### config.mk
export PLATFORM = sky130hd
export DESIGN_NAME = scatter_gather_segment_builder_top_flat
export DESIGN_NICKNAME = d
export VERILOG_FILES = /design/src/rtl/sgsb_pkg.sv /design/src/rtl/sgsb_ifs.sv /design/src/rtl/scatter_gather_segment_builder_top.sv /design/src/rtl/sgsb_cfg.sv /design/src/rtl/sgsb_front.sv /design/src/rtl/sgsb_queue.sv /design/src/rtl/sgsb_back.sv /design/src/flat_wrapper.sv
export SDC_FILE = /design/constraint.sdc
export NUM_CORES = 2
export LEC_CHECK = 0
export ABC_AREA = 1
export BUFFER_PORTS_ARGS = -buffer_cell sky130_fd_sc_hd__buf_2
export CAP_MARGIN = 20
export CELL_PAD_IN_SITES_DETAIL_PLACEMENT = 0
export CELL_PAD_IN_SITES_GLOBAL_PLACEMENT = 1
export CORE_MARGIN = 4
export CORE_UTILIZATION = 35
export CTS_CLUSTER_DIAMETER = 80
export CTS_CLUSTER_SIZE = 28
export DETAILED_ROUTE_END_ITERATION = 7
export HOLD_SLACK_MARGIN = 0.03
export PLACE_DENSITY_LB_ADDON = 0.1
export SLEW_MARGIN = 0
export SYNTH_ARGS = -nofsm -noshare
export SYNTH_HDL_FRONTEND = slang
export SYNTH_SLANG_ARGS = --single-unit
export TNS_END_PERCENT = 30
### constraint.sdc
create_clock -name clk -period 20.2 [get_ports clk]
set_input_delay 2.02 -clock clk [delete_from_list [all_inputs] [get_ports clk]]
set_output_delay 2.02 -clock clk [all_outputs]
set_load 0.05 [all_outputs]
### src/rtl/sgsb_pkg.sv
// ----------------------------------------------------------------------------
// Scatter-gather segment builder package
// Shared widths, codes, descriptor and configuration types.
// ----------------------------------------------------------------------------
package sgsb_pkg;

	localparam int PAGE_SHIFT_DEF = 13;
	localparam int FRAME_W        = 40;
	localparam int ADDR_W         = 64;
	localparam int LEN_W          = 33;
	localparam int SEG_PAGES_W    = 21;
	localparam int WIN_SEG_W      = 16;
	localparam int CFG_IDX_W      = 3;
	localparam int CFG_DATA_W     = 32;
	localparam int QUEUE_DEPTH    = 4;
	localparam int BUNDLE_SLOTS   = 3;

	// Register indexes of the configuration port.
	typedef enum logic [CFG_IDX_W-1:0] {
		CFG_DIRECT_MAP_BASE  = 3'd0,
		CFG_MAX_SEG_MINUS1   = 3'd1,
		CFG_MAX_SEGS_PER_WIN = 3'd2,
		CFG_START_OFFSET     = 3'd3,
		CFG_GRANULE_SHIFT    = 3'd4,
		CFG_TRANSFER_LENGTH  = 3'd5
	} cfg_idx_t;

	// Trim applied at the back end of a segment.
	typedef enum logic [1:0] {
		BACK_NONE  = 2'd0,
		BACK_TRUNC = 2'd1,
		BACK_TAIL  = 2'd2
	} back_kind_t;

	// One segment to emit, as classified by the front end.
	typedef struct packed {
		logic                   err;
		logic                   fin;
		logic                   win_end;
		back_kind_t             back;
		logic                   front;
		logic [SEG_PAGES_W-1:0] pages;
		logic [FRAME_W-1:0]     start;
	} desc_t;

	// All segments caused by one page, in emission order.
	typedef struct packed {
		logic [1:0]                   cnt;
		desc_t [BUNDLE_SLOTS-1:0]     d;
	} bundle_t;

	// Configuration values and derived trims.
	typedef struct packed {
		logic [31:0] dmb;
		logic [31:0] msm;
		logic [15:0] sg;
		logic [15:0] off;
		logic        trunc;
		logic [16:0] trunc_back;
		logic [16:0] tail_back;
	} cfg_t;

endpackage

### src/rtl/sgsb_ifs.sv
// ----------------------------------------------------------------------------
// Scatter-gather segment builder channels
// Page input, segment output and configuration write channels.
// ----------------------------------------------------------------------------
interface sgsb_page_if;
	logic                          valid;
	logic                          ready;
	logic [sgsb_pkg::FRAME_W-1:0]  frame_number;
	logic                          last_page;

	modport source (output valid, output frame_number, output last_page, input ready);
	modport sink (input valid, input frame_number, input last_page, output ready);
endinterface

interface sgsb_seg_if;
	logic                         valid;
	logic                         ready;
	logic [sgsb_pkg::ADDR_W-1:0]  segment_address;
	logic [sgsb_pkg::LEN_W-1:0]   segment_length;
	logic                         window_end;
	logic                         final_res;
	logic                         map_error;

	modport source (output valid, output segment_address, output segment_length,
		output window_end, output final_res, output map_error, input ready);
	modport sink (input valid, input segment_address, input segment_length,
		input window_end, input final_res, input map_error, output ready);
endinterface

interface sgsb_cfg_if;
	logic                             valid;
	logic                             ready;
	logic [sgsb_pkg::CFG_IDX_W-1:0]   index;
	logic [sgsb_pkg::CFG_DATA_W-1:0]  data;

	modport source (output valid, output index, output data, input ready);
	modport sink (input valid, input index, input data, output ready);
endinterface

### src/rtl/scatter_gather_segment_builder_top.sv
// ----------------------------------------------------------------------------
// Scatter-gather segment builder
// Merges consecutive page frames into DMA segments grouped into windows.
//
//   channel  direction  beat
//   pages    in         frame_number, last_page
//   segs     out        segment_address, segment_length, window_end,
//                       final_res, map_error
//   cfg      in         index, data (always ready)
//
// One page is accepted every cycle while the four-bundle queue has room.
// Each page yields zero to three segments; the output pipeline emits one
// segment per cycle while the output is ready, so sustained rate is set by
// the segments per page. A page's first segment is written to the queue,
// then registered in back-end stage one and then in the output register.
// Reset clears all control state; output stalls back up through the queue.
// ----------------------------------------------------------------------------
module scatter_gather_segment_builder_top #(
	parameter int PAGE_SHIFT = sgsb_pkg::PAGE_SHIFT_DEF
) (
	input  logic        clk,
	input  logic        arst_n,
	sgsb_page_if.sink   pages,
	sgsb_seg_if.source  segs,
	sgsb_cfg_if.sink    cfg
);
	sgsb_pkg::cfg_t    cv;
	sgsb_pkg::bundle_t push_bundle;
	sgsb_pkg::desc_t   pop_desc;
	logic              push_valid, push_ready, pop_valid, pop_take;

	// Configuration registers.
	sgsb_cfg #(.PAGE_SHIFT(PAGE_SHIFT)) u_cfg (
		.clk(clk), .arst_n(arst_n), .cfg(cfg), .cv(cv)
	);

	// Page classification.
	sgsb_front #(.PAGE_SHIFT(PAGE_SHIFT)) u_front (
		.clk(clk), .arst_n(arst_n), .pages(pages), .cv(cv),
		.push_ready(push_ready), .push_valid(push_valid), .push_bundle(push_bundle)
	);

	// Decoupling queue.
	sgsb_queue u_queue (
		.clk(clk), .arst_n(arst_n),
		.push_valid(push_valid), .push_bundle(push_bundle), .push_ready(push_ready),
		.pop_valid(pop_valid), .pop_desc(pop_desc), .pop_take(pop_take)
	);

	// Segment output pipeline.
	sgsb_back #(.PAGE_SHIFT(PAGE_SHIFT)) u_back (
		.clk(clk), .arst_n(arst_n), .cv(cv),
		.desc_valid(pop_valid), .desc(pop_desc), .desc_take(pop_take), .segs(segs)
	);
endmodule

### src/rtl/sgsb_cfg.sv
// ----------------------------------------------------------------------------
// Scatter-gather configuration registers
// Holds the six registers and registers the trims derived from them.
// ----------------------------------------------------------------------------
module sgsb_cfg #(
	parameter int PAGE_SHIFT = sgsb_pkg::PAGE_SHIFT_DEF
) (
	input  logic           clk,
	input  logic           arst_n,
	sgsb_cfg_if.sink       cfg,
	output sgsb_pkg::cfg_t cv
);
	localparam logic [15:0] OFF_MASK = 16'((32'd1 << PAGE_SHIFT) - 32'd1);
	localparam logic [16:0] PG_SIZE  = 17'(32'd1 << PAGE_SHIFT);

	logic [31:0] dmb_q, msm_q, tl_q;
	logic [15:0] msw_q;
	logic [12:0] so_q;
	logic [3:0]  gs_q;
	logic [16:0] trunc_back_q, tail_back_q;
	logic [15:0] off;
	logic [32:0] tail_sum;
	logic [16:0] tail_rem;

	assign cfg.ready = 1'b1;

	// Register writes, one beat per register.
	always_ff @(posedge clk or negedge arst_n) begin
		if (!arst_n) begin
			dmb_q <= '0;
			msm_q <= '1;
			msw_q <= '1;
			so_q  <= '0;
			gs_q  <= '0;
			tl_q  <= 32'd1;
		end else if (cfg.valid) begin
			unique case (cfg.index)
				sgsb_pkg::CFG_DIRECT_MAP_BASE:  dmb_q <= cfg.data;
				sgsb_pkg::CFG_MAX_SEG_MINUS1:   msm_q <= cfg.data;
				sgsb_pkg::CFG_MAX_SEGS_PER_WIN: msw_q <= cfg.data[15:0];
				sgsb_pkg::CFG_START_OFFSET:     so_q  <= cfg.data[12:0];
				sgsb_pkg::CFG_GRANULE_SHIFT:    gs_q  <= cfg.data[3:0];
				sgsb_pkg::CFG_TRANSFER_LENGTH:  tl_q  <= cfg.data;
				default: ;
			endcase
		end
	end

	// Offset within the page and the tail remainder of the transfer.
	assign off      = {3'b000, so_q} & OFF_MASK;
	assign tail_sum = 33'(off) + 33'(tl_q);
	assign tail_rem = 17'(tail_sum & 33'(OFF_MASK));

	// The back trims are registered; they are only used by the output pipeline.
	always_ff @(posedge clk or negedge arst_n) begin
		if (!arst_n) begin
			trunc_back_q <= '0;
			tail_back_q  <= '0;
		end else begin
			trunc_back_q <= PG_SIZE - 17'(off);
			tail_back_q  <= (tail_rem != '0) ? PG_SIZE - tail_rem : '0;
		end
	end

	assign cv.dmb        = dmb_q;
	assign cv.msm        = msm_q;
	assign cv.sg         = (msw_q == '0) ? 16'd1 : msw_q;
	assign cv.off        = off;
	assign cv.trunc      = |(off & ~(16'hFFFF << gs_q));
	assign cv.trunc_back = trunc_back_q;
	assign cv.tail_back  = tail_back_q;
endmodule

### src/rtl/sgsb_front.sv
// ----------------------------------------------------------------------------
// Scatter-gather front end
// Accepts one page a beat while the queue has room, tracks segment and
// window state and classifies the segments the page closes into a queue bundle.
// ----------------------------------------------------------------------------
module sgsb_front #(
	parameter int PAGE_SHIFT = sgsb_pkg::PAGE_SHIFT_DEF
) (
	input  logic              clk,
	input  logic              arst_n,
	sgsb_page_if.sink         pages,
	input  sgsb_pkg::cfg_t    cv,
	input  logic              push_ready,
	output logic              push_valid,
	output sgsb_pkg::bundle_t push_bundle
);
	localparam int SPW = sgsb_pkg::SEG_PAGES_W;
	localparam int FW  = sgsb_pkg::FRAME_W;
	localparam int CW  = SPW + PAGE_SHIFT;

	logic [FW-1:0]  pf_q, sf_q, pf_n, sf_n;
	logic [SPW-1:0] sp_q, sp_n;
	logic [15:0]    wsc_q, wsc_n;
	logic [1:0]     wpc_q, wpc_n;
	logic           fow_q, fot_q, failed_q, fow_n, fot_n, failed_n;
	logic           accept, cons, fits0, fits1, adv0;
	logic [16:0]    wsc1;
	logic [1:0]     wpc_inc;
	sgsb_pkg::bundle_t bnd;

	function automatic sgsb_pkg::desc_t mk(input logic [FW-1:0] start,
		input logic [SPW-1:0] pg, input logic fr, input sgsb_pkg::back_kind_t bk,
		input logic we, input logic fin);
		sgsb_pkg::desc_t d;
		d.err     = 1'b0;
		d.fin     = fin;
		d.win_end = we;
		d.back    = bk;
		d.front   = fr;
		d.pages   = pg;
		d.start   = start;
		return d;
	endfunction

	assign pages.ready = push_ready;
	assign accept      = pages.valid & push_ready;

	// Contiguity and size checks for both passes over the page.
	assign cons    = (pf_q != '1) && (pages.frame_number == pf_q + FW'(1));
	assign fits0   = {sp_q, {PAGE_SHIFT{1'b1}}} <= CW'(cv.msm);
	assign fits1   = {SPW'(1), {PAGE_SHIFT{1'b1}}} <= CW'(cv.msm);
	assign wsc1    = {1'b0, wsc_q} + 17'd1;
	assign adv0    = wsc1 < {1'b0, cv.sg};
	assign wpc_inc = (wpc_q == 2'd2) ? 2'd2 : wpc_q + 2'd1;

	// Next state and the bundle of segments this page closes.
	always_comb begin
		logic err_hit;
		err_hit  = 1'b0;
		pf_n     = pf_q;
		sf_n     = sf_q;
		sp_n     = sp_q;
		wsc_n    = wsc_q;
		wpc_n    = wpc_q;
		fow_n    = fow_q;
		fot_n    = fot_q;
		failed_n = failed_q;
		bnd      = '0;
		if (accept) begin
			if (failed_q) begin
				if (pages.last_page) begin
					sp_n = '0; wsc_n = '0; wpc_n = '0;
					fow_n = 1'b1; fot_n = 1'b1; failed_n = 1'b0;
				end
			end else begin
				if (sp_q == '0) begin
					sf_n = pages.frame_number; pf_n = pages.frame_number;
					sp_n = SPW'(1); wsc_n = '0; wpc_n = 2'd1;
					fow_n = 1'b1; fot_n = 1'b1;
				end else if (cons && fits0) begin
					sp_n = sp_q + SPW'(1); wpc_n = wpc_inc; pf_n = pages.frame_number;
				end else if (adv0) begin
					bnd.d[bnd.cnt] = mk(sf_q, sp_q, fot_q | (fow_q & cv.trunc),
						sgsb_pkg::BACK_NONE, 1'b0, 1'b0);
					bnd.cnt = bnd.cnt + 2'd1;
					fow_n = 1'b0; fot_n = 1'b0;
					sf_n = pages.frame_number; pf_n = pages.frame_number;
					sp_n = SPW'(1); wpc_n = wpc_inc; wsc_n = wsc1[15:0];
				end else if (cv.trunc && wpc_q == 2'd1) begin
					err_hit = 1'b1;
				end else begin
					// Window is full: close it.
					bnd.d[bnd.cnt] = mk(sf_q, sp_q, fot_q | (fow_q & cv.trunc),
						cv.trunc ? sgsb_pkg::BACK_TRUNC : sgsb_pkg::BACK_NONE,
						1'b1, 1'b0);
					bnd.cnt = bnd.cnt + 2'd1;
					wsc_n = '0; fow_n = 1'b1; fot_n = 1'b0;
					if (!cv.trunc) begin
						sf_n = pages.frame_number; pf_n = pages.frame_number;
						sp_n = SPW'(1); wpc_n = 2'd1;
					end else if (cons && fits1) begin
						// New window restarts on the shared page and runs on.
						sf_n = pf_q; sp_n = SPW'(2); wpc_n = 2'd2;
						pf_n = pages.frame_number;
					end else if (cv.sg != 16'd1) begin
						bnd.d[bnd.cnt] = mk(pf_q, SPW'(1), 1'b1, sgsb_pkg::BACK_NONE,
							1'b0, 1'b0);
						bnd.cnt = bnd.cnt + 2'd1;
						fow_n = 1'b0; fot_n = 1'b0;
						sf_n = pages.frame_number; pf_n = pages.frame_number;
						sp_n = SPW'(1); wpc_n = 2'd2; wsc_n = 16'd1;
					end else begin
						err_hit = 1'b1;
					end
				end
				if (err_hit) begin
					bnd.d[bnd.cnt]     = '0;
					bnd.d[bnd.cnt].err = 1'b1;
					bnd.d[bnd.cnt].fin = 1'b1;
					bnd.cnt = bnd.cnt + 2'd1;
					failed_n = 1'b1;
				end else if (pages.last_page) begin
					bnd.d[bnd.cnt] = mk(sf_n, sp_n, fot_n | (fow_n & cv.trunc),
						sgsb_pkg::BACK_TAIL, 1'b1, 1'b1);
					bnd.cnt = bnd.cnt + 2'd1;
				end
				if (pages.last_page) begin
					sp_n = '0; wsc_n = '0; wpc_n = '0;
					fow_n = 1'b1; fot_n = 1'b1; failed_n = 1'b0;
				end
			end
		end
	end

	assign push_valid  = accept && (bnd.cnt != 2'd0);
	assign push_bundle = bnd;

	// Transfer state.
	always_ff @(posedge clk or negedge arst_n) begin
		if (!arst_n) begin
			pf_q     <= '0;
			sf_q     <= '0;
			sp_q     <= '0;
			wsc_q    <= '0;
			wpc_q    <= '0;
			fow_q    <= 1'b1;
			fot_q    <= 1'b1;
			failed_q <= 1'b0;
		end else begin
			pf_q     <= pf_n;
			sf_q     <= sf_n;
			sp_q     <= sp_n;
			wsc_q    <= wsc_n;
			wpc_q    <= wpc_n;
			fow_q    <= fow_n;
			fot_q    <= fot_n;
			failed_q <= failed_n;
		end
	end
endmodule

### src/rtl/sgsb_queue.sv
// ----------------------------------------------------------------------------
// Scatter-gather descriptor queue
// Holds front-end bundles and hands them out one segment a beat when taken.
// ----------------------------------------------------------------------------
module sgsb_queue (
	input  logic              clk,
	input  logic              arst_n,
	input  logic              push_valid,
	input  sgsb_pkg::bundle_t push_bundle,
	output logic              push_ready,
	output logic              pop_valid,
	output sgsb_pkg::desc_t   pop_desc,
	input  logic              pop_take
);
	localparam int DEPTH = sgsb_pkg::QUEUE_DEPTH;
	localparam int PW    = $clog2(DEPTH);

	sgsb_pkg::bundle_t    mem_q [DEPTH];
	logic [PW-1:0]        wr_q, rd_q;
	logic [PW:0]          count_q;
	logic [1:0]           sub_q;
	logic                 push, pop_bundle;
	sgsb_pkg::bundle_t    head;

	assign head       = mem_q[rd_q];
	assign push_ready = count_q != (PW+1)'(DEPTH);
	assign push       = push_valid & push_ready;
	assign pop_valid  = count_q != '0;
	assign pop_desc   = head.d[sub_q];
	assign pop_bundle = pop_valid & pop_take & (sub_q == head.cnt - 2'd1);

	// Bundle storage.
	always_ff @(posedge clk) begin
		if (push) begin
			mem_q[wr_q] <= push_bundle;
		end
	end

	// Pointers, fill count and the segment index within the head bundle.
	always_ff @(posedge clk or negedge arst_n) begin
		if (!arst_n) begin
			wr_q    <= '0;
			rd_q    <= '0;
			count_q <= '0;
			sub_q   <= '0;
		end else begin
			if (push) begin
				wr_q <= wr_q + PW'(1);
			end
			if (pop_bundle) begin
				rd_q  <= rd_q + PW'(1);
				sub_q <= '0;
			end else if (pop_valid & pop_take) begin
				sub_q <= sub_q + 2'd1;
			end
			count_q <= count_q + (PW+1)'(push) - (PW+1)'(pop_bundle);
		end
	end
endmodule

### src/rtl/sgsb_back.sv
// ----------------------------------------------------------------------------
// Scatter-gather back end
// Two-stage pipeline turning segment descriptors into bus address and
// trimmed length; the second stage is the output register.
// ----------------------------------------------------------------------------
module sgsb_back #(
	parameter int PAGE_SHIFT = sgsb_pkg::PAGE_SHIFT_DEF
) (
	input  logic            clk,
	input  logic            arst_n,
	input  sgsb_pkg::cfg_t  cv,
	input  logic            desc_valid,
	input  sgsb_pkg::desc_t desc,
	output logic            desc_take,
	sgsb_seg_if.source      segs
);
	localparam int AW = sgsb_pkg::ADDR_W;
	localparam int LW = sgsb_pkg::LEN_W;

	logic                  valid_s1, valid_s2;
	logic [AW-1:0]         addr_s1, addr_s2;
	logic [LW-1:0]         len_s1, len_s2;
	sgsb_pkg::back_kind_t  back_s1;
	logic                  we_s1, fin_s1, err_s1, we_s2, fin_s2, err_s2;
	logic                  out_take, load_s1;
	logic [PAGE_SHIFT-1:0] front_off;
	logic [AW-1:0]         addr_n;
	logic [LW-1:0]         len0, fv, len1, bv, len2;

	assign out_take  = !valid_s2 | segs.ready;
	assign load_s1   = !valid_s1 | out_take;
	assign desc_take = desc_valid & load_s1;

	// Stage one: address and front trim.
	assign front_off = desc.front ? cv.off[PAGE_SHIFT-1:0] : '0;
	assign addr_n    = AW'({desc.start, front_off}) + AW'(cv.dmb);
	assign len0      = LW'({desc.pages, {PAGE_SHIFT{1'b0}}});
	assign fv        = desc.front ? LW'(cv.off) : '0;
	assign len1      = (len0 > fv) ? len0 - fv : '0;

	// Stage two: back trim.
	always_comb begin
		case (back_s1)
			sgsb_pkg::BACK_TRUNC: bv = LW'(cv.trunc_back);
			sgsb_pkg::BACK_TAIL:  bv = LW'(cv.tail_back);
			default:              bv = '0;
		endcase
	end
	assign len2 = (len_s1 > bv) ? len_s1 - bv : '0;

	// Pipeline valids.
	always_ff @(posedge clk or negedge arst_n) begin
		if (!arst_n) begin
			valid_s1 <= 1'b0;
			valid_s2 <= 1'b0;
		end else begin
			if (load_s1) begin
				valid_s1 <= desc_valid;
			end
			if (out_take) begin
				valid_s2 <= valid_s1;
			end
		end
	end

	// Pipeline payload; an error beat carries zeros.
	always_ff @(posedge clk) begin
		if (desc_take) begin
			addr_s1 <= desc.err ? '0 : addr_n;
			len_s1  <= desc.err ? '0 : len1;
			back_s1 <= desc.err ? sgsb_pkg::BACK_NONE : desc.back;
			we_s1   <= desc.win_end;
			fin_s1  <= desc.fin;
			err_s1  <= desc.err;
		end
		if (valid_s1 & out_take) begin
			addr_s2 <= addr_s1;
			len_s2  <= len2;
			we_s2   <= we_s1;
			fin_s2  <= fin_s1;
			err_s2  <= err_s1;
		end
	end

	assign segs.valid           = valid_s2;
	assign segs.segment_address = addr_s2;
	assign segs.segment_length  = len_s2;
	assign segs.window_end      = we_s2;
	assign segs.final_res       = fin_s2;
	assign segs.map_error       = err_s2;
endmodule
### src/flat_wrapper.sv
// flat-port wrapper written by rule: the top's interface ports become plain ports
module scatter_gather_segment_builder_top_flat 
#(
	parameter int PAGE_SHIFT = sgsb_pkg::PAGE_SHIFT_DEF
)
  (clk, arst_n, pages_valid, pages_frame_number, pages_last_page, pages_ready, segs_valid, segs_segment_address, segs_segment_length, segs_window_end, segs_final_res, segs_map_error, segs_ready, cfg_valid, cfg_index, cfg_data, cfg_ready);
  sgsb_page_if pages_i ();
  sgsb_seg_if segs_i ();
  sgsb_cfg_if cfg_i ();
  input  logic clk;
  input  logic arst_n;
  input wire logic [$bits(pages_i.valid)-1:0] pages_valid;
  input wire logic [$bits(pages_i.frame_number)-1:0] pages_frame_number;
  input wire logic [$bits(pages_i.last_page)-1:0] pages_last_page;
  output wire logic [$bits(pages_i.ready)-1:0] pages_ready;
  output wire logic [$bits(segs_i.valid)-1:0] segs_valid;
  output wire logic [$bits(segs_i.segment_address)-1:0] segs_segment_address;
  output wire logic [$bits(segs_i.segment_length)-1:0] segs_segment_length;
  output wire logic [$bits(segs_i.window_end)-1:0] segs_window_end;
  output wire logic [$bits(segs_i.final_res)-1:0] segs_final_res;
  output wire logic [$bits(segs_i.map_error)-1:0] segs_map_error;
  input wire logic [$bits(segs_i.ready)-1:0] segs_ready;
  input wire logic [$bits(cfg_i.valid)-1:0] cfg_valid;
  input wire logic [$bits(cfg_i.index)-1:0] cfg_index;
  input wire logic [$bits(cfg_i.data)-1:0] cfg_data;
  output wire logic [$bits(cfg_i.ready)-1:0] cfg_ready;
  assign pages_i.valid = pages_valid;
  assign pages_i.frame_number = pages_frame_number;
  assign pages_i.last_page = pages_last_page;
  assign pages_ready = pages_i.ready;
  assign segs_valid = segs_i.valid;
  assign segs_segment_address = segs_i.segment_address;
  assign segs_segment_length = segs_i.segment_length;
  assign segs_window_end = segs_i.window_end;
  assign segs_final_res = segs_i.final_res;
  assign segs_map_error = segs_i.map_error;
  assign segs_i.ready = segs_ready;
  assign cfg_i.valid = cfg_valid;
  assign cfg_i.index = cfg_index;
  assign cfg_i.data = cfg_data;
  assign cfg_ready = cfg_i.ready;
  scatter_gather_segment_builder_top #(.PAGE_SHIFT(PAGE_SHIFT)) u_core (.clk(clk), .arst_n(arst_n), .pages(pages_i), .segs(segs_i), .cfg(cfg_i));
endmodule
==> impl_metrics.json <==
{
  "hold_start": "u_core.u_back.addr_s1[26]$_SDFFCE_PP0P_",
  "cts_resized": 0,
  "final_common_cell": "nand2_1",
  "gr-usage-met1": 0.292,
  "wl_um": 199000,
  "outcome": "complete, no violations",
  "synthArstFlopShare": 0.219,
  "synthCells": 6478,
  "worstHoldPathCells": 0,
  "slew_viol_final": 0,
  "grt_pass1_wl_um": 296000,
  "gr-total-overflow": 0,
  "totalPowerFinal_mw": 10.7,
  "fin_skew_ns": 0.0472,
  "cp.required_ns": 20.56,
  "antenna_found_initial": 12,
  "fp.dieW_um": 425,
  "firstDrtPassIters": 6,
  "hold_violations": 0,
  "holdPathEnd": "u_core.u_back.segs.segment_address[26]$_DFFE_PP_",
  "synth_area_um2": 60900,
  "cts_sinks": 1237,
  "rr_endpoint": "u_core.u_queue.mem_q[1][77]$_DFFE_PP_",
  "cpPeakStageDelay_ns": 0.78,
  "clock-root-buffer": "clkbuf_16",
  "ys_seq_area_frac": 0.588,
  "die_h_um": 425,
  "worstPathMaxFanout": 64,
  "ir_worst_vdd_mv": 0.122,
  "htree_num_levels": 3,
  "insertion_delay_ns": 0.74,
  "grt_util_met2": 0.370,
  "rsz0062_at_grt": "no",
  "slowest_stage": "buf_4",
  "io_buffers": 172,
  "setup-tns-final_ns": 0,
  "wl_per_cell_um": 22.4,
  "use_met3": 0.0244,
  "drive_gt1_frac": 0.0838,
  "crit_arrival_ns": 8.56,
  "num_vias": 46111,
  "path_class": "register to register",
  "reg2reg_setup_slack_ns": 12.00,
  "maxSlewHeadroom": 0.258,
  "grt_max_degree": 173,
  "ctsLongestPathBuffers": 3,
  "r2r-start": "u_core.u_front.wsc_q[0]$_DFFE_PN0P_",
  "clkSlewWorstSetupHoldPaths_ns": 0.10,
  "ctsHoldBuffers": 0,
  "tightestPinTransition_ns": 1.11,
  "fp-row-count": 152,
  "dieArea_um2": 181000,
  "drt-initial-drc-count": 3583,
  "final_antenna_net_count": 0,
  "syn_avg_cell_area_um2": 9.41,
  "rr_worst_depth": 33,
  "hold_ws_ns": 0.395,
  "ys_warn_count": 0,
  "layout_common_cells": "nand2_1 (1,222), edfxtp_1 (966), nor2_1 (865), o21ai_0 (710), inv_1 (521)",
  "post-dp-hpwl_um": 132000,
  "cts_made_buffers": 90,
  "cp-start-kind": "register",
  "multi_input_area_um2": 21800,
  "fill_cells": 17318,
  "core_area_um2": 172000,
  "gp_congestion": 0.908,
  "drv_cap": 0,
  "synthToLayoutAreaGrowth_pct": 10.9,
  "cts_setup_buffers": 0,
  "synth-seq-cells": 1237,
  "vias_per_cell": 5.19,
  "pin_count": 184,
  "hold_class": "register to register",
  "grt_pass1_vias": 44607,
  "seqCellArea_um2": 35900,
  "cts_tree": "done",
  "busiest_layer": "met2",
  "floorplan.initialDensity": 0.354,
  "fin_nets": 6689,
  "setup_violations": 0,
  "powerDensity_nw_per_um2": 159,
  "grtUsageTotal": 0.215,
  "cp-end-kind": "register",
  "max_freq_mhz": 122,
  "drc": 0,
  "p_leak_nw": 26.1,
  "fin_crit_ns": 8.20,
  "synth.distinct_cells": 63,
  "synth_edf_count": 966,
  "finalCritPeriodShare": 0.406,
  "synth_ff_type": "edfxtp_1"
}
[per-stage QoR]
step	std cells	utilization	setup slack, ns	instance area, um^2
floorplan	6487	-	7.13	61000
global placement	8707	0.372	11.31	64000
detailed placement	8707	0.372	11.26	64000
CTS	8874	0.392	11.86	67500
global route	8878	0.392	11.25	67500
finish	8881	0.392	12.00	67500
[critical path: cells and delay by family (launching register included)]
| kind | cells | cell delay (ns) |
|---|---|---|
| xor gates and xnor gates | 1 | 0.16 |
| adders and majority gates | 3 | 0.72 |
| buffers and inverters | 9 | 3.47 |
| DFF | 1 | 0.41 |
| and+or+nand+nor | 20 | 2.87 |
[synthesized netlist by cell type, drive strengths merged, types with 11 or more instances]
| cell | number | area (um^2) |
|---|---|---|
| nand3 | 408 | 2050 |
| nor2 | 889 | 3440 |
| buf | 125 | 687 |
| dfstp | 51 | 1340 |
| nor4 | 14 | 87.6 |
| xor2 | 87 | 762 |
| a31oi | 11 | 68.8 |
| xnor2 | 28 | 245 |
| o22ai | 252 | 1580 |
| or2 | 17 | 106 |
| ha | 112 | 1400 |
| o21a | 16 | 120 |
| a211oi | 15 | 113 |
| nor3 | 55 | 275 |
| edfxtp | 966 | 29000 |
| mux2 | 23 | 259 |
| a21oi | 361 | 1810 |
| o21ai | 727 | 3640 |
| nand4 | 52 | 347 |
| nand2 | 1234 | 4680 |
| inv | 533 | 2000 |
| clkbuf | 204 | 767 |
| a22o | 13 | 114 |
| dfrtp | 220 | 5510 |
[flip-flops by register name, summed over array words and instances (netlist names), 3 cells and up]
name                                count
u_core.u_back.segs.segment_address     54
u_core.u_back.segs.segment_length      33
u_core.u_back.addr_s1                  54
u_core.u_front.wsc_q                   16
u_core.u_queue.mem_q                  784
u_core.u_front.sp_q                    21
u_core.u_front.sf_q                    40
u_core.u_cfg.msm_q                     32
u_core.u_cfg.trunc_back_q              14
u_core.u_queue.count_q                  3
u_core.u_cfg.gs_q                       4
u_core.u_cfg.so_q                      13
u_core.u_cfg.msw_q                     16
u_core.u_cfg.tl_q                      13
u_core.u_front.pf_q                    40
u_core.u_cfg.tail_back_q               14
u_core.u_back.len_s1                   33
u_core.u_cfg.dmb_q                     32
[final cells by class]
type | count | area share
Sequential cell | 1237 | 0.531
Multi-Input combinational cell | 4383 | 0.322
Tap cell | 2310 | 0.0428
Clock buffer | 95 | 0.0350
Inverter | 538 | 0.0302
Timing Repair Buffer | 242 | 0.0228
Clock inverter | 72 | 0.0161
Antenna cell | 4 | 0.000148
[report_power, final]
part / switching (mW) / total, mW / internal (mW)
logic: 3.43 / 4.68 / 1.25
clock network: 1.12 / 2.11 / 0.990
registers: 0.383 / 3.94 / 3.56
total: 4.93 / 10.7 / 5.80
[cell families (layout without fill, tap and decap cells)]
group,after synthesis,count (layout),share of synthesized area
and+or+nand+nor,2690,2690,0.183
AOI/OAI and AO/OA,1428,1428,0.126
DFF,1237,1237,0.588
buffers and inverters,867,947,0.0570
adders and majority gates,116,116,0.0243
xor gates and xnor gates,115,115,0.0165
muxes,23,23,0.00425
other,2,15,0.000123
[metal layers]
| layer | wire (um) | vias to the layer above |
|---|---|---|
| met3 | 7900 | 208 |
| met5 | 34 | - |
| met1 | 89300 | 22576 |
| li1 | - | 22319 |
| met2 | 96900 | 1002 |
| met4 | 4670 | 6 |
[worst max-delay path by stage]
stage / slack, ns / depth (start not counted) / start / to
3_3_place_gp: 11.31 / 28 / pages_frame_number[1] / u_core.u_queue.mem_q[1][4]$_DFFE_PP_
2_1_floorplan: 7.13 / 21 / pages_frame_number[5] / u_core.u_queue.mem_q[0][0]$_DFFE_PP_
4_1_cts: 11.86 / 33 / u_core.u_front.wsc_q[0]$_DFFE_PN0P_ / u_core.u_queue.mem_q[1][77]$_DFFE_PP_
3_5_place_dp: 11.26 / 28 / pages_frame_number[1] / u_core.u_queue.mem_q[1][4]$_DFFE_PP_
6_report: 12.00 / 33 / u_core.u_front.wsc_q[0]$_DFFE_PN0P_ / u_core.u_queue.mem_q[1][77]$_DFFE_PP_
5_1_grt: 11.25 / 33 / u_core.u_front.wsc_q[0]$_DFFE_PN0P_ / u_core.u_queue.mem_q[1][77]$_DFFE_PP_
No activity file was read; power rests on OpenSTA's default activity.
